`config.mk`:
```
export PLATFORM = sky130hd
export DESIGN_NAME = morse_text_decoder
export DESIGN_NICKNAME = d
export VERILOG_FILES = /design/src/hw/rtl/mtd_pkg.sv /design/src/hw/rtl/mtd_front.sv /design/src/hw/rtl/mtd_queue.sv /design/src/hw/rtl/mtd_back.sv /design/src/hw/rtl/morse_text_decoder.sv
export SDC_FILE = /design/constraint.sdc
export NUM_CORES = 1
export LEC_CHECK = 0
export BUFFER_PORTS_ARGS = -buffer_cell sky130_fd_sc_hd__buf_2
export CAP_MARGIN = 0
export CORE_AREA = 2 2 72 88
export CTS_CLUSTER_DIAMETER = 30
export CTS_CLUSTER_SIZE = 28
export DETAILED_ROUTE_END_ITERATION = 6
export DIE_AREA = 0 0 74 90
export GPL_TIMING_DRIVEN = 0
export PLACE_DENSITY = 0.85
export SETUP_SLACK_MARGIN = 0.3
export SLEW_MARGIN = 20
export SYNTH_ARGS = -nofsm -noshare
export SYNTH_HDL_FRONTEND = slang
export SYNTH_SLANG_ARGS = --single-unit
```
`constraint.sdc`:
```
create_clock -name clock -period 7.3 [get_ports clock]
set_input_delay 0.73 -clock clock [delete_from_list [all_inputs] [get_ports clock]]
set_output_delay 0.73 -clock clock [all_outputs]
set_load 0.02 [all_outputs]
```
`src/hw/rtl/mtd_pkg.sv`:
```
// Shared types, constants and the Morse code table for the Morse text decoder.
// Used by every module under hw/rtl; depends on nothing else.
package mtd_pkg;

   // Byte values with a fixed meaning in the text stream and in results.
   localparam logic [7:0] SEPARATOR_BYTE = 8'h2F;  // '/'
   localparam logic [7:0] UNKNOWN_CHAR   = 8'h3F;  // '?'
   localparam logic [7:0] DOT_BYTE       = 8'h2E;  // '.'
   localparam logic [7:0] DASH_BYTE      = 8'h2D;  // '-'
   localparam logic [7:0] SPACE_BYTE     = 8'h20;  // ' '
   localparam logic [7:0] BANG_BYTE      = 8'h21;  // '!'

   // The longest dot/dash code in the table has seven marks.
   localparam int MAX_CODE_LEN = 7;
   localparam int LEN_W        = 3;
   localparam int ROM_SIZE     = 49;

   // Request and response items.
   typedef struct packed {
      logic [7:0] code_byte;
      logic       end_of_text;
   } req_item_type;

   typedef struct packed {
      logic [7:0] char_byte;
      logic       matched;
   } rsp_item_type;

   // Class of one buffered symbol. A mark is a dot or a dash.
   typedef enum logic [1:0] {
      SYM_MARK,
      SYM_SPACE,
      SYM_BANG,
      SYM_OTHER
   } sym_class_type;

   // Kind of a finished code handed from the front end to the lookup.
   typedef enum logic [1:0] {
      JOB_NONE,
      JOB_MARKS,
      JOB_SPACE,
      JOB_BANG
   } job_kind_type;

   // A finished code. The pattern holds one bit per mark, a dash as 1,
   // with the last mark in bit 0 and zeros above the code length.
   typedef struct packed {
      job_kind_type              kind;
      logic [LEN_W-1:0]          len;
      logic [MAX_CODE_LEN-1:0]   pattern;
   } job_type;

   typedef struct packed {
      logic [LEN_W-1:0]          len;
      logic [MAX_CODE_LEN-1:0]   pattern;
      logic [7:0]                char_byte;
   } rom_entry_type;

   // Queue status seen by both sides of the decoupling queue.
   typedef struct packed {
      logic valid;
      logic full;
   } queue_status_type;

   // Dot/dash code table. Entries shadowed by an earlier one with the same
   // code are left out, so every code here is unique and at most one hits.
   localparam rom_entry_type CODE_ROM [ROM_SIZE] = '{
      '{3'd2, 7'b0000001, 8'h61},  // .-      a
      '{3'd4, 7'b0000101, 8'hA5},  // .-.-
      '{3'd4, 7'b0001000, 8'h62},  // -...    b
      '{3'd4, 7'b0001010, 8'h63},  // -.-.    c
      '{3'd5, 7'b0010100, 8'h86},  // -.-..
      '{3'd3, 7'b0000100, 8'h64},  // -..     d
      '{3'd1, 7'b0000000, 8'h65},  // .       e
      '{3'd5, 7'b0000100, 8'hA9},  // ..-..
      '{3'd4, 7'b0000010, 8'h66},  // ..-.    f
      '{3'd3, 7'b0000110, 8'h67},  // --.     g
      '{3'd4, 7'b0000000, 8'h68},  // ....    h
      '{3'd2, 7'b0000000, 8'h69},  // ..      i
      '{3'd4, 7'b0000111, 8'h6A},  // .---    j
      '{3'd3, 7'b0000101, 8'h6B},  // -.-     k
      '{3'd4, 7'b0000100, 8'h6C},  // .-..    l
      '{3'd5, 7'b0001001, 8'h88},  // .-..-
      '{3'd2, 7'b0000011, 8'h6D},  // --      m
      '{3'd2, 7'b0000010, 8'h6E},  // -.      n
      '{3'd5, 7'b0011011, 8'hE4},  // --.--
      '{3'd3, 7'b0000111, 8'h6F},  // ---     o
      '{3'd4, 7'b0001110, 8'hA2},  // ---.
      '{3'd4, 7'b0000110, 8'h70},  // .--.    p
      '{3'd4, 7'b0001101, 8'h71},  // --.-    q
      '{3'd3, 7'b0000010, 8'h72},  // .-.     r
      '{3'd3, 7'b0000000, 8'h73},  // ...     s
      '{3'd7, 7'b0001000, 8'h98},  // ...-...
      '{3'd1, 7'b0000001, 8'h74},  // -       t
      '{3'd3, 7'b0000001, 8'h75},  // ..-     u
      '{3'd4, 7'b0000001, 8'h76},  // ...-    v
      '{3'd3, 7'b0000011, 8'h77},  // .--     w
      '{3'd4, 7'b0001001, 8'h78},  // -..-    x
      '{3'd4, 7'b0001011, 8'h79},  // -.--    y
      '{3'd4, 7'b0001100, 8'h7A},  // --..    z
      '{3'd5, 7'b0011001, 8'hBE},  // --..-
      '{3'd6, 7'b0010101, 8'h2E},  // .-.-.-  period
      '{3'd6, 7'b0110011, 8'h2C},  // --..--  comma
      '{3'd6, 7'b0001100, 8'h3F},  // ..--..  question mark
      '{3'd6, 7'b0111000, 8'h3A},  // ---...  colon
      '{3'd6, 7'b0100001, 8'h2D},  // -....-  hyphen
      '{3'd5, 7'b0011111, 8'h30},  // -----   0
      '{3'd5, 7'b0001111, 8'h31},  // .----   1
      '{3'd5, 7'b0000111, 8'h32},  // ..---   2
      '{3'd5, 7'b0000011, 8'h33},  // ...--   3
      '{3'd5, 7'b0000001, 8'h34},  // ....-   4
      '{3'd5, 7'b0000000, 8'h35},  // .....   5
      '{3'd5, 7'b0010000, 8'h36},  // -....   6
      '{3'd5, 7'b0011000, 8'h37},  // --...   7
      '{3'd5, 7'b0011100, 8'h38},  // ---..   8
      '{3'd5, 7'b0011110, 8'h39}   // ----.   9
   };

   // Sort one text byte into its symbol class.
   function automatic sym_class_type classify(logic [7:0] b);
      sym_class_type c;
      if (b == DOT_BYTE || b == DASH_BYTE) begin
         c = SYM_MARK;
      end else if (b == SPACE_BYTE) begin
         c = SYM_SPACE;
      end else if (b == BANG_BYTE) begin
         c = SYM_BANG;
      end else begin
         c = SYM_OTHER;
      end
      return c;
   endfunction

endpackage

```
`src/hw/rtl/mtd_front.sv`:
```
// Front end of the Morse text decoder: takes text bytes and builds the pending code.
// Depends on mtd_pkg for the item, symbol and job types.
module mtd_front import mtd_pkg::*; #(
   parameter int MAX_SYMBOLS = 15
) (
   input  logic         clock,
   input  logic         reset,
   input  logic         accept,
   input  req_item_type item,
   output logic         push,
   output job_type      job
);

   localparam int CNT_W = $clog2(MAX_SYMBOLS + 1);
   localparam logic [CNT_W-1:0] CNT_MAX      = CNT_W'(MAX_SYMBOLS);
   localparam logic [CNT_W-1:0] CNT_CODE_MAX = CNT_W'(MAX_CODE_LEN);
   localparam logic [CNT_W-1:0] CNT_ONE      = CNT_W'(1);

   // Only the first seven symbols can ever decide a match, so the buffer
   // keeps them as a mark pattern plus a few summary flags.
   logic [CNT_W-1:0]        count_ff, count_in;
   logic                    overflow_ff, overflow_in;
   logic [MAX_CODE_LEN-1:0] pattern_ff, pattern_in;
   logic                    all_marks_ff, all_marks_in;
   sym_class_type           first_class_ff, first_class_in;

   logic          is_sep;
   logic          pending;
   logic          flush;
   logic          symbol;
   sym_class_type sym_class;

   // Classify the incoming request.
   always_comb begin
      is_sep    = (item.code_byte == SEPARATOR_BYTE);
      pending   = (count_ff != '0) || overflow_ff;
      flush     = item.end_of_text ? pending : is_sep;
      symbol    = !item.end_of_text && !is_sep;
      sym_class = classify(item.code_byte);
      push      = accept && flush;
   end

   // Summarize the pending code for the lookup.
   always_comb begin
      job.len     = count_ff[LEN_W-1:0];
      job.pattern = pattern_ff;
      if (overflow_ff || count_ff == '0 || count_ff > CNT_CODE_MAX) begin
         job.kind = JOB_NONE;
      end else if (count_ff == CNT_ONE) begin
         unique case (first_class_ff)
            SYM_MARK:  job.kind = JOB_MARKS;
            SYM_SPACE: job.kind = JOB_SPACE;
            SYM_BANG:  job.kind = JOB_BANG;
            SYM_OTHER: job.kind = JOB_NONE;
         endcase
      end else begin
         job.kind = all_marks_ff ? JOB_MARKS : JOB_NONE;
      end
   end

   // Update the code buffer: clear on a flush, append or saturate on a symbol.
   always_comb begin
      count_in       = count_ff;
      overflow_in    = overflow_ff;
      pattern_in     = pattern_ff;
      all_marks_in   = all_marks_ff;
      first_class_in = first_class_ff;
      if (push) begin
         count_in     = '0;
         overflow_in  = 1'b0;
         pattern_in   = '0;
         all_marks_in = 1'b1;
      end else if (accept && symbol) begin
         if (count_ff != CNT_MAX) begin
            count_in     = count_ff + 1'b1;
            pattern_in   = {pattern_ff[MAX_CODE_LEN-2:0], item.code_byte == DASH_BYTE};
            all_marks_in = all_marks_ff && (sym_class == SYM_MARK);
            if (count_ff == '0) begin
               first_class_in = sym_class;
            end
         end else begin
            overflow_in = 1'b1;
         end
      end
   end

   // Buffer registers.
   always_ff @(posedge clock) begin
      if (reset) begin
         count_ff       <= '0;
         overflow_ff    <= 1'b0;
         pattern_ff     <= '0;
         all_marks_ff   <= 1'b1;
         first_class_ff <= SYM_OTHER;
      end else begin
         count_ff       <= count_in;
         overflow_ff    <= overflow_in;
         pattern_ff     <= pattern_in;
         all_marks_ff   <= all_marks_in;
         first_class_ff <= first_class_in;
      end
   end

   // A flush always leaves an empty buffer behind.
   assert property (@(posedge clock) disable iff (reset)
      push |=> (count_ff == '0) && !overflow_ff)
      else $error("code buffer not cleared after a flush");

   // Overflow can only be flagged once the buffer is full.
   assert property (@(posedge clock) disable iff (reset)
      overflow_ff |-> count_ff == CNT_MAX)
      else $error("overflow flagged with a buffer that is not full");

   // The symbol count saturates at the buffer size.
   assert property (@(posedge clock) disable iff (reset)
      count_ff <= CNT_MAX)
      else $error("symbol count beyond the buffer size");

endmodule

```
`src/hw/rtl/mtd_queue.sv`:
```
// Short queue of finished codes between the front end and the lookup stage.
// Depends on mtd_pkg for the job and queue status types.
module mtd_queue import mtd_pkg::*; #(
   parameter int DEPTH = 2
) (
   input  logic             clock,
   input  logic             reset,
   input  logic             push,
   input  job_type          push_job,
   input  logic             pop,
   output job_type          head_job,
   output queue_status_type status
);

   localparam int PTR_W = $clog2(DEPTH);
   localparam int CNT_W = $clog2(DEPTH + 1);
   localparam logic [PTR_W-1:0] PTR_LAST = PTR_W'(DEPTH - 1);
   localparam logic [CNT_W-1:0] CNT_FULL = CNT_W'(DEPTH);

   job_type          slot_ff [DEPTH];
   logic [PTR_W-1:0] wr_ptr_ff, wr_ptr_in;
   logic [PTR_W-1:0] rd_ptr_ff, rd_ptr_in;
   logic [CNT_W-1:0] count_ff, count_in;

   // Status and head of the queue.
   always_comb begin
      status.valid = (count_ff != '0);
      status.full  = (count_ff == CNT_FULL);
      head_job     = slot_ff[rd_ptr_ff];
   end

   // Pointer and occupancy update, wrapping at the queue depth.
   always_comb begin
      wr_ptr_in = wr_ptr_ff;
      rd_ptr_in = rd_ptr_ff;
      if (push) begin
         wr_ptr_in = (wr_ptr_ff == PTR_LAST) ? '0 : wr_ptr_ff + 1'b1;
      end
      if (pop) begin
         rd_ptr_in = (rd_ptr_ff == PTR_LAST) ? '0 : rd_ptr_ff + 1'b1;
      end
      unique case ({push, pop})
         2'b10:   count_in = count_ff + 1'b1;
         2'b01:   count_in = count_ff - 1'b1;
         default: count_in = count_ff;
      endcase
   end

   // Control registers.
   always_ff @(posedge clock) begin
      if (reset) begin
         wr_ptr_ff <= '0;
         rd_ptr_ff <= '0;
         count_ff  <= '0;
      end else begin
         wr_ptr_ff <= wr_ptr_in;
         rd_ptr_ff <= rd_ptr_in;
         count_ff  <= count_in;
      end
   end

   // Queue storage.
   always_ff @(posedge clock) begin
      if (push) begin
         slot_ff[wr_ptr_ff] <= push_job;
      end
   end

   // The front end never writes into a full queue.
   assert property (@(posedge clock) disable iff (reset)
      push |-> !status.full)
      else $error("push into a full queue");

   // The lookup never takes from an empty queue.
   assert property (@(posedge clock) disable iff (reset)
      pop |-> status.valid)
      else $error("pop from an empty queue");

   // Occupancy stays within the queue depth.
   assert property (@(posedge clock) disable iff (reset)
      count_ff <= CNT_FULL)
      else $error("queue occupancy beyond its depth");

endmodule

```
`src/hw/rtl/mtd_back.sv`:
```
// Lookup stage of the Morse text decoder: matches a finished code against the table.
// Depends on mtd_pkg for the job, response and table definitions.
module mtd_back import mtd_pkg::*; (
   input  logic             clock,
   input  logic             reset,
   input  queue_status_type q_status,
   input  job_type          head_job,
   output logic             pop,
   output logic             rsp_valid,
   input  logic             rsp_stall,
   output rsp_item_type     rsp_data
);

   // Compare a code against every table entry at once; codes are unique,
   // so the hits can simply be ORed together.
   function automatic rsp_item_type lookup(job_type j);
      rsp_item_type r;
      logic [7:0]   char_acc;
      logic         hit;
      logic         eq;
      char_acc = '0;
      hit      = 1'b0;
      for (int k = 0; k < ROM_SIZE; k++) begin
         eq       = (CODE_ROM[k].len == j.len) && (CODE_ROM[k].pattern == j.pattern);
         char_acc = char_acc | ({8{eq}} & CODE_ROM[k].char_byte);
         hit      = hit | eq;
      end
      unique case (j.kind)
         JOB_SPACE: r = rsp_item_type'{SPACE_BYTE, 1'b1};
         JOB_BANG:  r = rsp_item_type'{BANG_BYTE, 1'b1};
         JOB_MARKS: r = hit ? rsp_item_type'{char_acc, 1'b1}
                            : rsp_item_type'{UNKNOWN_CHAR, 1'b0};
         JOB_NONE:  r = rsp_item_type'{UNKNOWN_CHAR, 1'b0};
      endcase
      return r;
   endfunction

   logic         rsp_valid_ff, rsp_valid_in;
   rsp_item_type rsp_data_ff;
   logic         out_ready;

   // Take the next code whenever the output register is free or being emptied.
   always_comb begin
      out_ready    = !rsp_valid_ff || !rsp_stall;
      pop          = q_status.valid && out_ready;
      rsp_valid_in = pop || (rsp_valid_ff && rsp_stall);
   end

   // Output valid register.
   always_ff @(posedge clock) begin
      if (reset) begin
         rsp_valid_ff <= 1'b0;
      end else begin
         rsp_valid_ff <= rsp_valid_in;
      end
   end

   // Output payload register.
   always_ff @(posedge clock) begin
      if (pop) begin
         rsp_data_ff <= lookup(head_job);
      end
   end

   assign rsp_valid = rsp_valid_ff;
   assign rsp_data  = rsp_data_ff;

   // A code taken from the queue shows up as a response on the next cycle.
   assert property (@(posedge clock) disable iff (reset)
      pop |=> rsp_valid_ff)
      else $error("popped code did not reach the output register");

   // A miss always carries the substitute character.
   assert property (@(posedge clock) disable iff (reset)
      (rsp_valid_ff && !rsp_data_ff.matched) |-> rsp_data_ff.char_byte == UNKNOWN_CHAR)
      else $error("unmatched response without the substitute character");

   // A stalled response stays valid and unchanged.
   assert property (@(posedge clock) disable iff (reset)
      (rsp_valid_ff && rsp_stall) |=> rsp_valid_ff && $stable(rsp_data_ff))
      else $error("stalled response dropped or changed");

endmodule

```
`src/hw/rtl/morse_text_decoder.sv`:
```
// Top level of the Morse text decoder: front end, code queue and lookup stage.
// Depends on mtd_pkg, mtd_front, mtd_queue and mtd_back.
//
// The decoder takes one byte of Morse text per clock cycle while req_stall is
// low. Bytes other than '/' are collected into the pending code; a '/' or an
// end-of-text request with a pending code ends it, and the character for that
// code reaches the response channel through the code queue and the output
// register (a lowercase letter, a digit, punctuation, a space or a code-page
// byte, or '?' with matched low when the code is unknown or longer than the
// buffer holds). Finished codes wait in a small queue of QUEUE_DEPTH entries
// ahead of the registered table lookup, so request bytes keep flowing while a
// response is stalled; req_stall rises only when that queue is full.
module morse_text_decoder import mtd_pkg::*; #(
   parameter int MAX_SYMBOLS = 15,
   parameter int QUEUE_DEPTH = 2
) (
   input  logic         clock,
   input  logic         reset,
   input  logic         req_valid,
   output logic         req_stall,
   input  req_item_type req_data,
   output logic         rsp_valid,
   input  logic         rsp_stall,
   output rsp_item_type rsp_data
);

   queue_status_type q_status;
   logic             req_accept;
   logic             push;
   logic             pop;
   job_type          push_job;
   job_type          head_job;

   // Requests are held off only while the code queue is full.
   assign req_stall  = q_status.full;
   assign req_accept = req_valid && !req_stall;

   // Front end: collects symbols and emits finished codes.
   mtd_front #(
      .MAX_SYMBOLS (MAX_SYMBOLS)
   ) u_front (
      .clock  (clock),
      .reset  (reset),
      .accept (req_accept),
      .item   (req_data),
      .push   (push),
      .job    (push_job)
   );

   // Queue of finished codes.
   mtd_queue #(
      .DEPTH (QUEUE_DEPTH)
   ) u_queue (
      .clock    (clock),
      .reset    (reset),
      .push     (push),
      .push_job (push_job),
      .pop      (pop),
      .head_job (head_job),
      .status   (q_status)
   );

   // Table lookup and response register.
   mtd_back u_back (
      .clock     (clock),
      .reset     (reset),
      .q_status  (q_status),
      .head_job  (head_job),
      .pop       (pop),
      .rsp_valid (rsp_valid),
      .rsp_stall (rsp_stall),
      .rsp_data  (rsp_data)
   );

endmodule
```
==> run metrics, run 1 <==
outcome finished, final reports clean; # IOs 24; Setup Skew 9.26 ps; Mean Syn Cell Area 9.30 sq um; H-tree depth 2; clk sinks 54; Async S/R FF share, synth 0%; final max-slew violation count 0; Gate Count Post-Synth 362; met3 usage 4.48%; critical path data arrival time 3480 ps; overall routing resource usage 27.4%; most frequent cell after synthesis nand2_1; Filler cells 468; Worst R2R End u_back.rsp_data[8]; total power per unit cell area 267 mW/mm^2; measured slew at the worst slew-check pin 1030 ps; RSZ-0062 raised after global routing no; slowest stage cell, crit path mux2i_1; final design utilization 63.0%; worst vdd ir 0.000142 V; hold crit path type reg2reg; Final Power 988 uW; Reg clk slew, reported paths 100 ps; Post-synth top cells nand2_1 (40), edfxtp_1 (33), nor2_1 (26), a21oi_1 (25), dfxtp_1 (21); Setup-failing EPs final 0; post_cts resized 0; DRC Markers 0; initial antenna violation count 0; Area contributors post-synth edfxtp_1 (29%), dfxtp_1 (12%), nand2_1 (4.5%), a21oi_1 (3.7%), nand3_1 (3.0%); R2R depth 10; Critical Path End u_back.rsp_data[8]; first-pass GRT wire length 14.4 mm; number of global-route vias before repair 2,972; crit path buf inv count 3; WP data required 7360 ps; layout cell share with drive strength beyond 1 12.0%; total stage count of the critical path 10; Synth Warn # 0; maximum clock frequency 293 MHz; top cell type's share of synthesized area 29.4%; met2 Usage GRT 47.1%; Post-Syn Area 0.00337 sq mm; TritonRoute pass-1 iters 5; #FFs+latches synth 54; Total Nets Final 410; Post-Layout Inst Area 0.00369 sq mm; Post-DP HPWL 6.55 mm; WL/cell 18.1 um; Yosys top cell by area edfxtp_1; critical path fanouts, max 10; FP Rows 31; Post-synth EDFFs 33; remaining antenna violation count 0; Max Cap Viol 0; met1 usage 31.9%; FF+latch area 0.00141 sq mm; Max stage delay on crit path 580 ps; Hold Vio Cnt, Final 0; Cell variety after synth 64; via/cell ratio 6.51; Leakage 0.00132 uW; clock root cell clkbuf_8; Placer Congestion 1.01; area post-placement 0.00358 sq mm; Area Overhead vs Synth 9.66%; multi-input logic area 0.00185 sq mm; Via Count 3,086; shortest period the worst path allows 3410 ps; Fin Setup TNS 0 ps; number of buffers created by CTS 5; Initial DRC Count 322; die height 90 um; Top Usage Layer GRT met2; CP Cell Sequence buf_2, buf_2, buf_6, mux2i_1, a21oi_1, o21ai_0, o2111ai_1, nor4_2, a31oi_4, and3_1; CTS tree built; clock buffer depth 2; CP top delay family simple AND/OR/NAND/NOR gates; Worst setup SP type flop; post-CTS setup buffer count 0; Initial Util 57.5%; Worst setup EP type flop; Die X 74 um; ys flop type edfxtp_1; Tcrit/Tclk final 46.8%; largest net degree at the start of global routing 18; crit-path most repeated cell buf_2; crit path kind reg2reg; hold buffers post-CTS 0; Core Box Area 0.00586 sq mm; worst reg-to-reg setup slack 3890 ps; sequential-to-total area share from yosys stat 41.9%; Net Count, Synth 381; Port Buf Inserts 22; Clock Latency Late Sink 300 ps; Post-Route WL 8.58 mm; slew margin rel. 31.1%; Die ar. 0.00666 sq mm; Ant. Diodes 0; grt ovf 0
## registers in the layout, indices dropped and copies added, names as in the netlist, named ones only
register                cells
u_front.first_class_ff      2
u_queue.slot_ff            24
u_queue.rd_ptr_ff           1
u_back.rsp_data             9
u_queue.wr_ptr_ff           1
u_front.count_ff            4
u_front.pattern_ff          7
u_queue.count_ff            2
u_front.all_marks_ff        1
u_front.overflow_ff         1
u_back.rsp_valid            1
## cell type report
| type | instances | area share, % |
|---|---|---|
| Tap cell | 82 | 2.78 |
| Sequential cell | 54 | 38.2 |
| Clock buffer | 5 | 1.86 |
| Buffer | 14 | 1.76 |
| Clock inverter | 3 | 1.19 |
| Multi-Input combinational cell | 284 | 50.2 |
| Timing Repair Buffer | 22 | 2.98 |
| Inverter | 10 | 1.02 |
## layout by cell type, fill, tap and decap left out, types with 4 or more instances in the layout
master,n
xor2_1,4
clkbuf_1,9
or3b_1,7
nor3_1,8
a32oi_1,4
edfxtp_1,33
ha_1,6
or3_1,4
mux2i_1,8
and3_1,8
and2_1,5
o21ai_0,11
a21oi_1,25
a222oi_1,4
nand2b_1,6
clkbuf_8,5
dfxtp_1,21
nand3b_1,9
a22oi_1,11
inv_1,10
o22ai_1,4
xnor2_1,7
nand3_1,20
nand4_1,7
nor2_1,26
a31oi_1,6
buf_2,26
nand2_1,40
## per-layer routing
layer / routed length, um / share of wire [%]
met1: 3310 / 39
met2: 4330 / 50
met3: 479 / 5.6
met4: 456 / 5.3
met5: 0 / 0
## per-stage QoR
| stage | hold WS, ps | setup slack, ps | cells |
|---|---|---|---|
| 2_1_floorplan | 425 | 4500 | 362 |
| 3_3_place_gp | 446 | 3980 | 466 |
| 3_5_place_dp | 464 | 3900 | 466 |
| 4_1_cts | 482 | 3970 | 474 |
| 5_1_grt | 494 | 3750 | 474 |
| 6_report | 482 | 3890 | 474 |
## report_power, final
group	total (uW)	switching [uW]	leakage (uW)	internal [uW]
Clock	197	94.4	0.0000585	103
Sequential	401	25.2	0.000475	376
Combinational	389	258	0.000791	131
Total	988	378	0.00132	610
## how the worst min path moves through the flow
| stage | start | end | slack, ps | cells after the start |
|---|---|---|---|---|
| 5_1_grt | u_front.pattern_ff[6] | u_queue.slot_ff[0][6] | 490 | 0 |
| 3_3_place_gp | u_front.pattern_ff[6] | u_queue.slot_ff[0][6] | 450 | 0 |
| 2_1_floorplan | u_front.pattern_ff[6] | u_queue.slot_ff[0][6] | 430 | 0 |
| 3_5_place_dp | u_front.pattern_ff[6] | u_queue.slot_ff[1][6] | 460 | 0 |
| 4_1_cts | u_back.rsp_valid | u_back.rsp_valid | 480 | 2 |
| 6_report | u_back.rsp_valid | u_back.rsp_valid | 480 | 2 |
## tightest hold or removal path: stages (launching register included)
cell and delay (ps):
dfxtp_1 330, nand2_1 60, a21oi_1 50
## kinds of logic (layout without fill, tap and decap cells)
kind of cell,count (synthesis),in the layout,synth area share [%]
AND/OR/NAND/NOR,162,162,26.8
XOR/XNOR,11,11,2.86
AO/OA/AOI/OAI,95,95,20.1
adder cells (fa/ha/maj),6,6,2.23
flip-flops,54,54,41.9
buffers and inverters,24,54,3.05
multiplexers,10,10,3.05
Power figures use the tool's default switching activity.
==> inputs of run 2 (changes only) <==
==> constraint.sdc (replaced) <==
create_clock -name clock -period 3.55 [get_ports clock]
set_input_delay 0.355 -clock clock [delete_from_list [all_inputs] [get_ports clock]]
set_output_delay 0.355 -clock clock [all_outputs]
set_load 0.02 [all_outputs]
==> run 2 against run 1 <==
Compared with the run above:
- routed wire length rose by 1.9%
- global-route usage about the same
- clock power up 110%
- maximum frequency is 9.0% higher
- cell area grew 1.9%
- critical path depth fell by 1
- combinational power up 110%
- hold slack worse by 180 ps
- total power up 110%
- sequential share of layout area decreased by 0.71 points
- setup slack got worse by 3500 ps
- core utilization is 1.2 points higher
- critical path type unchanged
==> run metrics, run 2 (same netlist as run 1, synthesis figures left out) <==
total power per unit cell area 546 mW/mm^2 (+100%); Placer Congestion 1.01 (unchanged); DRC Markers 0 (unchanged); Worst setup SP type flop; clock root cell clkbuf_8; Sw Share 38.4% (+0.17 points); initial antenna violation count 0 (unchanged); slew margin rel. 33.7% (+2.7 points); clk sinks 54 (unchanged); hold crit path type in2reg; TritonRoute pass-1 iters 5 (unchanged); Clock power frac 19.7% (-0.3 points); critical path data arrival time 3170 ps (-310 ps); via/cell ratio 6.52 (+0.14%); Initial Util 57.5% (unchanged); Post-DP HPWL 6.55 mm (unchanged); Ant. Diodes 0 (unchanged); critical path fanouts, max 10 (unchanged); area post-placement 0.00358 sq mm (unchanged); outcome finished, final reports clean; Port Buf Inserts 22 (unchanged); maximum clock frequency 319 MHz (+9.0%); final max-slew violation count 0 (unchanged); commonest non-fill, non-tap cell in the layout nand2_1; met2 Usage GRT 47.1% (unchanged); Fin Setup TNS 0 ps (unchanged); first-pass GRT wire length 14.4 mm (unchanged); max reg flops 24 (unchanged); number of buffers created by CTS 5 (unchanged); Filler cells 469 (+0.21%); crit-path most repeated cell buf_2; grt ovf 0 (unchanged); # IOs 24 (unchanged); H-tree depth 2 (unchanged); Total Nets Final 413 (+0.73%); Reg clk slew, reported paths 100 ps (about the same); Setup Skew 10.2 ps (+0.915 ps); Hold Vio Cnt, Final 0 (unchanged); met1 usage 31.9% (about the same); CP Cell Sequence buf_2, buf_2, or4b_1, a222oi_1, a32oi_1, nand4_1, nor3_1, a31oi_4, a31oi_1; WP data required 3590 ps (-3770 ps); clock buffer depth 2 (unchanged); Die ar. 0.00666 sq mm (unchanged); WL/cell 18.3 um (+1.2%); crit path buf inv count 2 (-1); most frequent cells in the layout nand2_1 (40), edfxtp_1 (33), nor2_1 (26), buf_2 (26), a21oi_1 (25); number of global-route vias before repair 2,972 (unchanged); Reg power frac 40.2% (-0.4 points); Top Usage Layer GRT met2; Gate power share 40.1% (+0.7 points); Final Power 2050 uW (+110%); net switching power 790 uW (+110%); slowest stage cell, crit path a222oi_1; Die X 74 um (unchanged); largest net degree at the start of global routing 18 (unchanged); CTS tree built; final design utilization 64.2% (+1.2 points); die height 90 um (unchanged); shortest period the worst path allows 3130 ps (-281 ps); layout cell share with drive strength beyond 1 13.9% (+1.9 points); Max stage delay on crit path 530 ps (-50 ps); FP Rows 31 (unchanged); Area Overhead vs Synth 11.7%; Clock Latency Late Sink 300 ps (about the same); remaining antenna violation count 0 (unchanged); Initial DRC Count 283 (-12%); Worst setup EP type flop; measured slew at the worst slew-check pin 994 ps (-39.8 ps); Max Cap Viol 0 (unchanged); Via Count 3,110 (+0.78%); Tcrit/Tclk final 88.2% (+41 points); CP top delay family compound AO/OA/AOI/OAI gates; worst vdd ir 0.000298 V (+110%); Post-Route WL 8.74 mm (+1.9%); met3 usage 4.48% (unchanged); Post-Layout Inst Area 0.00376 sq mm (+1.9%); Setup-failing EPs final 0 (unchanged); Leakage 0.00136 uW (+2.4%); P_int 1260 uW (+110%); overall routing resource usage 27.4% (about the same); Top reg by flops u_queue.slot_ff; RSZ-0062 raised after global routing no; dpl ws 232 ps (-3670 ps); Core Box Area 0.00586 sq mm (unchanged); Setup WS post-layout 418 ps (-3470 ps); crit path kind reg2reg
[run 2: metal layers]
layer,routed length (um),up-vias
li1,-,1461
met1,3400,1447
met2,4400,159
met3,484,43
met4,458,0
met5,0,-
[run 2: power groups by stage]
stage | logic [uW] | registers, uW | clock network (uW)
final | 823 | 826 | 405
after global placement | 785 | 835 | 0
after global routing | 899 | 837 | 437
after CTS | 790 | 824 | 413
after detailed placement | 783 | 837 | 0
after floorplan | 526 | 881 | 0
[run 2: worst paths after layout]
kind                                      endpoint  cells after the start  slack, ps             start
worst max-delay path            u_back.rsp_data[5]                      9        420              flop
worst max register to register  u_back.rsp_data[5]                      9        420              flop
worst min register to register    u_back.rsp_valid                      2        480  u_back.rsp_valid
worst min-delay path              u_back.rsp_valid                      3        300         rsp_stall
[run 2: through the flow]
stage / hold slack (ps) / std cells
floorplan: 425 / 362
global placement: 446 / 466
detailed placement: 464 / 466
global route: 321 / 477
finish: 298 / 477
CTS: 287 / 474
[run 2: cell type report]
class	count	area (sq um)	area share, %
well taps	82	103	2.73
plain buffers	14	67.6	1.80
clock buffers	5	68.8	1.83
clock inverters	3	43.8	1.16
inverters	10	37.5	0.998
multi-input cells	284	1900	50.4
flip-flops and latches	54	1410	37.5
repair buffers	25	133	3.53
[run 2: tightest hold or removal path, delay by kind of cell]
| family | cells | cell delay [ps] |
|---|---|---|
| AOI/OAI and AO/OA | 1 | 50 |
| and+or+nand+nor | 1 | 50 |
| buffers and inverters | 1 | 100 |
[run 2: timing repair]
item / 4_1_cts / 5_1_grt
buffers inserted: 0 / 3
resized for setup: 1 / 9
hold buffers: 0 / 0
endpoints found under the setup margin: 4 / 9
pin swaps: 0 / 2
==> inputs of run 3 (changes only) <==
==> constraint.sdc (replaced) <==
create_clock -name clock -period 2.9 [get_ports clock]
set_input_delay 0.29 -clock clock [delete_from_list [all_inputs] [get_ports clock]]
set_output_delay 0.29 -clock clock [all_outputs]
set_load 0.02 [all_outputs]
==> run 3 against run 2 <==
Compared with the run above:
- total power grew 33%
- hold slack worse by 69 ps
- cell count rose by 6.3%
- clock skew is essentially flat
- highest routed layer unchanged
==> run metrics, run 3 (same netlist as run 1, synthesis figures left out) <==
outcome finished, final reports clean; shortest period the worst path allows 2720 ps (-408 ps); Final Power 2730 uW (+33%); WP data required 2930 ps (-660 ps); largest net degree at the start of global routing 18 (unchanged); FP Rows 31 (unchanged); Initial Util 57.5% (unchanged); Max Cap Viol 0 (unchanged); grt ovf 0 (unchanged); Area Overhead vs Synth 24.0%; initial antenna violation count 0 (unchanged); met3 usage 5.27% (+0.78 points); CTS tree built; commonest non-fill, non-tap cell in the layout nand2_1; Placer Congestion 1.01 (unchanged); most frequent cells in the layout nand2_1 (36), edfxtp_1 (33), buf_4 (32); Port Buf Inserts 22 (unchanged); hold crit path type in2reg; max reg flops 24 (unchanged); critical path fanouts, max 9 (-1); clock root cell clkbuf_8; Leakage 0.00159 uW (+17%); Hold Vio Cnt, Final 0 (unchanged); Worst setup EP type flop; met2 Usage GRT 50.0% (+2.9 points); die height 90 um (unchanged); Die X 74 um (unchanged); remaining antenna violation count 0 (unchanged); Post-DP HPWL 6.55 mm (unchanged); Setup WS post-layout 176 ps (-242 ps); Worst setup SP type flop; Top reg by flops u_queue.slot_ff; critical path data arrival time 2750 ps (-420 ps); overall routing resource usage 29.3% (+1.9 points); fin cells 507 (+6.3%); WL/cell 19.0 um (+3.6%); Reg clk slew, reported paths 100 ps (about the same); number of global-route vias before repair 3,163 (+6.4%); total power per unit cell area 655 mW/mm^2 (+20%); crit path kind reg2reg; Top Usage Layer GRT met2; Ant. Diodes 0 (unchanged); Tcrit/Tclk final 93.9% (+5.7 points); Setup Skew 10.2 ps (+0.0475 ps); Post-Route WL 9.62 mm (+10%); Setup-failing EPs final 0 (unchanged); Core Box Area 0.00586 sq mm (unchanged); Clock Latency Late Sink 300 ps (about the same); Placed Instances 466 (unchanged); maximum clock frequency 367 MHz (+15%); H-tree depth 2 (unchanged); Total Nets Final 443 (+7.3%); TritonRoute pass-1 iters 7 (+2); Die ar. 0.00666 sq mm (unchanged); final max-slew violation count 0 (unchanged); Filler cells 409 (-13%); Via Count 3,369 (+8.3%); first-pass GRT wire length 15.2 mm (+6.3%); measured slew at the worst slew-check pin 1010 ps (+15.3 ps); dpl ws -418 ps (-650 ps); # IOs 24 (unchanged); RSZ-0062 raised after global routing yes; clk sinks 54 (unchanged); Fin Hold WS 229 ps (-68.7 ps); clock buffer depth 2 (unchanged); number of buffers created by CTS 5 (unchanged); DRC Markers 0 (unchanged); worst vdd ir 0.000357 V (+20%); Fin Setup TNS 0 ps (unchanged); slew margin rel. 32.7% (-1.0 points); met1 usage 33.2% (+1.3 points); via/cell ratio 6.64 (+1.9%); Initial DRC Count 464 (+64%); layout cell share with drive strength beyond 1 26.1% (+12 points)
-- run 3: metrics by stage --
| stage | util (%) | instance area, sq um |
|---|---|---|
| 2_1_floorplan | - | 3370 |
| 3_3_place_gp | 61.1 | 3580 |
| 3_5_place_dp | 61.1 | 3580 |
| 4_1_cts | 68.2 | 4000 |
| 5_1_grt | 71.3 | 4180 |
| 6_report | 71.3 | 4180 |
-- run 3: final timing paths --
check                   start                  to  slack, ps  cells past startpoint
max                      flop  u_back.rsp_data[6]        180                      9
min                 rsp_stall    u_back.rsp_valid        230                      3
max reg2reg              flop  u_back.rsp_data[6]        180                      9
min reg2reg  u_back.rsp_valid    u_back.rsp_valid        480                      2
-- run 3: metal layers --
layer | wire length, um | vias up
met2 | 4820 | 236
met1 | 3500 | 1537
met4 | 600 | 0
met5 | 0 | -
li1 | - | 1524
met3 | 698 | 72
-- run 3: final cells by class --
class | count | area, sq um | area share, %
Multi-Input combinational cell | 285 | 2030 | 48.6
Sequential cell | 54 | 1420 | 33.9
Timing Repair Buffer | 54 | 365 | 8.75
Buffer | 14 | 108 | 2.58
Tap cell | 82 | 103 | 2.46
Clock buffer | 5 | 68.8 | 1.65
Clock inverter | 3 | 43.8 | 1.05
Inverter | 10 | 41.3 | 0.989
-- run 3: repair_timing --
action | 4_1_cts | 5_1_grt
setup buffers | 17 | 13
gates cloned | 2 | 1
gates resized for setup | 36 | 18
setup endpoints to repair | 21 | 23
hold buffers | 0 | 0
pin swaps | 21 | 13
-- run 3: power breakdown --
group | internal (uW) | switching, uW | total (uW)
clock network | 259 | 239 | 498
logic | 478 | 738 | 1220
registers | 950 | 68.5 | 1020
total | 1690 | 1050 | 2730
-- run 3: worst max-delay path, stage by stage, from the launching register on --
cell	delay, ps
dfxtp_4	390
buf_6	140
buf_8	120
or3b_1	440
nand2_4	180
clkinvlp_4	150
a2111oi_4	520
nor3_4	120
a31oi_4	240
nand4_1	140
